File: config.mk
export PLATFORM = sky130hd
export DESIGN_NAME = ugpl_axis
export DESIGN_NICKNAME = d
export VERILOG_FILES = /design/src/hdl/ugpl_pkg.sv /design/src/hdl/ugpl_axis.sv
export SDC_FILE = /design/constraint.sdc
export NUM_CORES = 2
export LEC_CHECK = 0
export BUFFER_PORTS_ARGS = -buffer_cell sky130_fd_sc_hd__buf_2
export CAP_MARGIN = 20
export CORE_MARGIN = 1.5
export CORE_UTILIZATION = 35
export CTS_BUF_LIST = sky130_fd_sc_hd__clkbuf_16
export DETAILED_ROUTE_END_ITERATION = 12
export SLEW_MARGIN = 20
export SYNTH_ARGS = -nofsm -noshare
export SYNTH_HDL_FRONTEND = slang
export SYNTH_SLANG_ARGS = --single-unit
File: constraint.sdc
create_clock -name clk -period 6.45 [get_ports clk]
set_clock_uncertainty 0.1 [all_clocks]
set_input_delay 0.3225 -clock clk [delete_from_list [all_inputs] [get_ports clk]]
set_output_delay 0.3225 -clock clk [all_outputs]
set_load 0.03 [all_outputs]
File: src/hdl/ugpl_pkg.sv
`timescale 1ns / 1ps

package ugpl_pkg;

    localparam int MAX_CELLS_PER_AXIS = 1024;
    localparam int COORD_FRAC_BITS    = 16;
    localparam int INV_FRAC_BITS      = 16;

    localparam int COORD_W    = 32;
    localparam int INV_W      = 32;
    localparam int DIFF_W     = COORD_W + 1;
    localparam int PROD_W     = COORD_W + INV_W;
    localparam int PROD_SHIFT = COORD_FRAC_BITS + INV_FRAC_BITS;
    localparam int FLOOR_W    = PROD_W - PROD_SHIFT;
    localparam int FIELD_W    = 12;
    localparam int COUNT_W    = $clog2(MAX_CELLS_PER_AXIS + 1);
    localparam int IDX_W      = $clog2(MAX_CELLS_PER_AXIS);
    localparam int AREA_W     = 2 * COUNT_W;
    localparam int ROW_W      = IDX_W + COUNT_W;
    localparam int SLAB_W     = IDX_W + AREA_W;
    localparam int SUM_W      = SLAB_W + 1;
    localparam int INDEX_W    = 30;
    localparam int COUNTS_W   = 3 * FIELD_W;
    localparam int DIM_W      = 2;
    localparam int CFG_DATA_W = COUNTS_W;

    // register stages inside one axis unit
    localparam int AXIS_STAGES = 4;

    typedef enum logic [2:0] {
        REG_ORIGIN_X      = 3'd0,
        REG_ORIGIN_Y      = 3'd1,
        REG_ORIGIN_Z      = 3'd2,
        REG_INV_SPACING_X = 3'd3,
        REG_INV_SPACING_Y = 3'd4,
        REG_INV_SPACING_Z = 3'd5,
        REG_CELL_COUNTS   = 3'd6,
        REG_DIMENSION     = 3'd7
    } cfg_reg_t;

    localparam logic [DIM_W-1:0] DIM_2D = 2'd2;
    localparam logic [DIM_W-1:0] DIM_3D = 2'd3;

    localparam logic [INV_W-1:0]    INV_SPACING_RESET = 32'd65536;
    localparam logic [COUNTS_W-1:0] CELL_COUNTS_RESET = 36'd16781313;

    typedef struct packed {
        logic             hit;
        logic [IDX_W-1:0] idx;
    } axis_res_t;

    function automatic logic [COUNT_W-1:0] clamp_count(input logic [FIELD_W-1:0] field);
        logic [COUNT_W-1:0] result;
        if (int'(field) > MAX_CELLS_PER_AXIS)
        begin
            result = COUNT_W'(MAX_CELLS_PER_AXIS);
        end
        else
        begin
            result = COUNT_W'(field);
        end
        return result;
    endfunction

endpackage

File: src/hdl/ugpl_axis.sv
`timescale 1ns / 1ps

module ugpl_axis (
    input  logic                                clk,
    input  logic                                advance,
    input  logic signed [ugpl_pkg::COORD_W-1:0] coord,
    input  logic signed [ugpl_pkg::COORD_W-1:0] origin,
    input  logic [ugpl_pkg::INV_W-1:0]          inv_spacing,
    input  logic [ugpl_pkg::COUNT_W-1:0]        count,
    output ugpl_pkg::axis_res_t                 res
);
    import ugpl_pkg::*;

    logic signed [DIFF_W-1:0]  diff_reg;
    logic signed [DIFF_W-1:0]  diff_next;
    logic [COORD_W-1:0]        mag_reg;
    logic [COORD_W-1:0]        mag_next;
    logic                      neg_s2_reg;
    logic                      neg_s3_reg;
    logic [PROD_W-1:0]         prod_reg;
    logic [PROD_W-1:0]         prod_next;
    axis_res_t                 res_reg;
    axis_res_t                 res_next;

    logic [FLOOR_W-1:0]        fl;
    logic [PROD_SHIFT-1:0]     fr;
    logic [FLOOR_W-1:0]        cnt_ext;
    logic                      on_face;
    logic                      in_range;

    assign diff_next = DIFF_W'(coord) - DIFF_W'(origin);

    always_comb
    begin
        if (diff_reg[DIFF_W-1])
        begin
            mag_next = COORD_W'(-diff_reg);
        end
        else
        begin
            mag_next = COORD_W'(diff_reg);
        end
    end

    assign prod_next = PROD_W'(mag_reg) * PROD_W'(inv_spacing);

    assign fl       = prod_reg[PROD_W-1:PROD_SHIFT];
    assign fr       = prod_reg[PROD_SHIFT-1:0];
    assign cnt_ext  = FLOOR_W'(count);
    assign on_face  = (fl == cnt_ext);
    assign in_range = (fl < cnt_ext) || (on_face && (fr == '0));

    always_comb
    begin
        res_next.hit = (count != '0) && (!neg_s3_reg || (prod_reg == '0)) && in_range;
        if (on_face)
        begin
            res_next.idx = IDX_W'(count - COUNT_W'(1));
        end
        else
        begin
            res_next.idx = IDX_W'(fl);
        end
    end

    always_ff @(posedge clk)
    begin
        if (advance)
        begin
            diff_reg   <= diff_next;
            mag_reg    <= mag_next;
            neg_s2_reg <= diff_reg[DIFF_W-1];
            prod_reg   <= prod_next;
            neg_s3_reg <= neg_s2_reg;
            res_reg    <= res_next;
        end
    end

    assign res = res_reg;

endmodule

==> flow_summary.ini <==
[synth]
synth_area_mm2 = 0.0406
yosysWarnings = 0
yosys.area.top_type = fa_1
yosys.area.top_type_share_pct = 44.2
synth.top_cells.by_area = fa_1 (44%), edfxtp_1 (10%), ha_1 (9.5%)
async_reset_ff_share_pct = 0
synth_edf_count = 142
synthDistinctLibCells = 66
syn_inst = 4309
ys_seq_area_share_pct = 10.5
synth_ff_type = edfxtp_1
ys_ff_latch = 142
synth.avg_cell_area_um2 = 9.43
syn_nets = 5623

[cells_and_area]
num-nets-final = 5982
area_delta_synth_final_pct = 18.2
drive_above_1_share_pct = 17.3
multi_input_area_mm2 = 0.0332
utilization_pct = 41.9
largest_reg_flops = 64
n_fill_cell = 11077
register_area_mm2 = 0.00426

[timing]
maxSlewHeadroom_pct = 40.3
period_share_pct = 115
finalCriticalPeriod_ps = 7420
finalSetupTns_ps = -30120
finalMaxSlewViolations = 0
fmax_mhz = 135
hold_violations = 0
grt_setup_unrepaired = true
worstMarginPinSlew_ps = 895
fin_hold_ws_ps = 150
fin_ws_ps = -969
finalSetupViolCount = 47

[clock_network]
htreeDepth = 4
numCtsBuffers = 17
cts.sinks = 142
cts.reportedPaths.clkPinSlew_ps = 80
ctsRootBufferMaster = clkbuf_16
clockBufferDepth = 2
clk-insertion-delay-late_ps = 480
cts_hold_buf = 0
tritoncts = yes

[setup_path]
cp.arrival_ps = 7530
worst_setup_path_end_kind = flip-flop
path_class = flip-flop to flip-flop
reg2reg_setup_slack_ps = -970
regToRegEndpoint = prod_reg[63]
reg2reg_depth = 24
crit_required_ps = 6560
r2r-start = mag_reg[16]
cp_max_fo = 11
cp-start-kind = flip-flop

[routing]
post_drt_wl_per_cell_um = 17.3
drc = 1
drtPass1Iterations = 10
wl_met2_mm = 55.2
ant_nets = 0
vias = 29796
drt-vias-per-instance = 4.81
wl_met3_mm = 4.46
routed.top_layer = met5
wl_met1_mm = 44.4
drtIter0Drc = 1377
wl_mm = 107

[place]
port-buffer-count = 119
gp_congestion = 0.884
dp_hpwl_mm = 92.1

[floorplanning]
core_mm2 = 0.115
die_x_um = 344
ioPinCount = 120
fp.dieArea_mm2 = 0.118
die-height_um = 344
start_util_pct = 35.4
std_cell_rows = 124

[min_path]
hp-class = primary input to flip-flop
hp-start = count[3]
hold_depth = 3
worst_hold_path.endpoint = res[3]

[grt]
grt_usage_pct = 19.1
antenna_found_initial = 9
grt_pass1_vias = 32631
grt_remaining_overflow = 0
grt_pass1_wl_mm = 176
grt_start_max_net_pins = 76

[job]
maxCapViolCount = 0

[status]
status = finished with violations
violations = design-rule violations, negative setup slack
## per-layer routing
layer / vias up / track usage [%]
met5: - / 0
met4: 2 / 5.69
met3: 158 / 1.88
met2: 687 / 34.0
met1: 15301 / 24.3
li1: 13648 / -
## per-stage QoR
step,setup WS (ps),area (um2),cells
global route,-1160,48000,6194
detailed placement,-1180,46200,6125
CTS,-1020,47600,6179
floorplan,-471,41100,4309
global placement,-1130,46200,6125
finish,-969,48000,6194
## synth_stat cells, types with 16 or more instances
cell      instances
a21oi_1         104
xor2_1           35
ha_1            308
nand4_1          22
o21bai_1         16
o21ai_0          63
nor2_1           61
nor4_1           23
inv_1           921
a21o_1           52
nand3_1          24
edfxtp_1        142
nand2_1         552
fa_1            897
clkbuf_1        215
and2_1          587
xnor2_1          94
## cell families (layout without fill, tap and decap cells)
family	Yosys count	in the layout	share of synthesized area, %
flops	142	142	10.5
other cells	0	1	0
fa+ha+maj	1205	1205	53.7
simple gates	1341	1341	16.8
xor+xnor	129	129	2.78
buf+inv	1148	1520	10.6
mux	1	1	0.0277
compound gates	343	343	5.53
## how the worst max path moves through the flow
| stage | slack (ps) | startpoint | to | cells past startpoint |
|---|---|---|---|---|
| after global placement | -1130 | inv_spacing[9] | prod_reg[62] | 25 |
| after floorplan | -470 | mag_reg[11] | prod_reg[63] | 23 |
| after global routing | -1160 | mag_reg[16] | prod_reg[63] | 22 |
| after CTS | -1020 | mag_reg[18] | prod_reg[60] | 25 |
| after detailed placement | -1180 | inv_spacing[11] | prod_reg[62] | 25 |
| final | -970 | mag_reg[16] | prod_reg[63] | 24 |
## critical path, cell delays in order (launching register included)
cell,delay (ps)
edfxtp_1,460
buf_12,190
and2_4,140
fa_1,550
fa_1,430
fa_1,520
inv_2,50
fa_1,530
inv_1,50
fa_1,460
fa_1,500
fa_1,510
inv_2,40
fa_1,530
inv_2,60
ha_4,290
and3_4,180
or4b_4,480
nor3_2,110
o311a_1,260
o21bai_1,80
o211ai_1,190
o221ai_2,180
o21ai_1,170
xnor2_1,80
## timing repair
item / CTS / global route
cloned: 1 / 0
endpoints found under the setup margin: 50 / 50
hold endpoints to repair: 0 / 0
buffers inserted: 21 / 14
pin swaps: 53 / 39
resized for setup: 144 / 72
## placed cells by master, fill, tap and decap left out, types with 20 or more instances in the layout
master and n:
a21o_1 52, a21oi_1 79, and2_1 563, and2_4 25, buf_12 46, buf_2 118
buf_4 370, buf_6 27, edfxtp_1 142, fa_1 871, fa_2 26, ha_1 283
ha_4 25, inv_1 905, nand2_1 542, nand3_1 20, nand4_1 22, nor2_1 57
nor4_1 21, o21ai_0 38, xnor2_1 85, xor2_1 30
## layout make-up
cell class,count,area share [%]
timing repair buffer,567,9.78
sequential,142,8.88
tap,1512,3.94
antenna,1,0.00521
clock inverter,15,0.255
multi-input combinational,3019,69.1
clock buffer,17,0.886
inverter,921,7.20
Power is not shown: default switching activity piles up to over one toggle a cycle in this logic, so the estimate is an artifact.
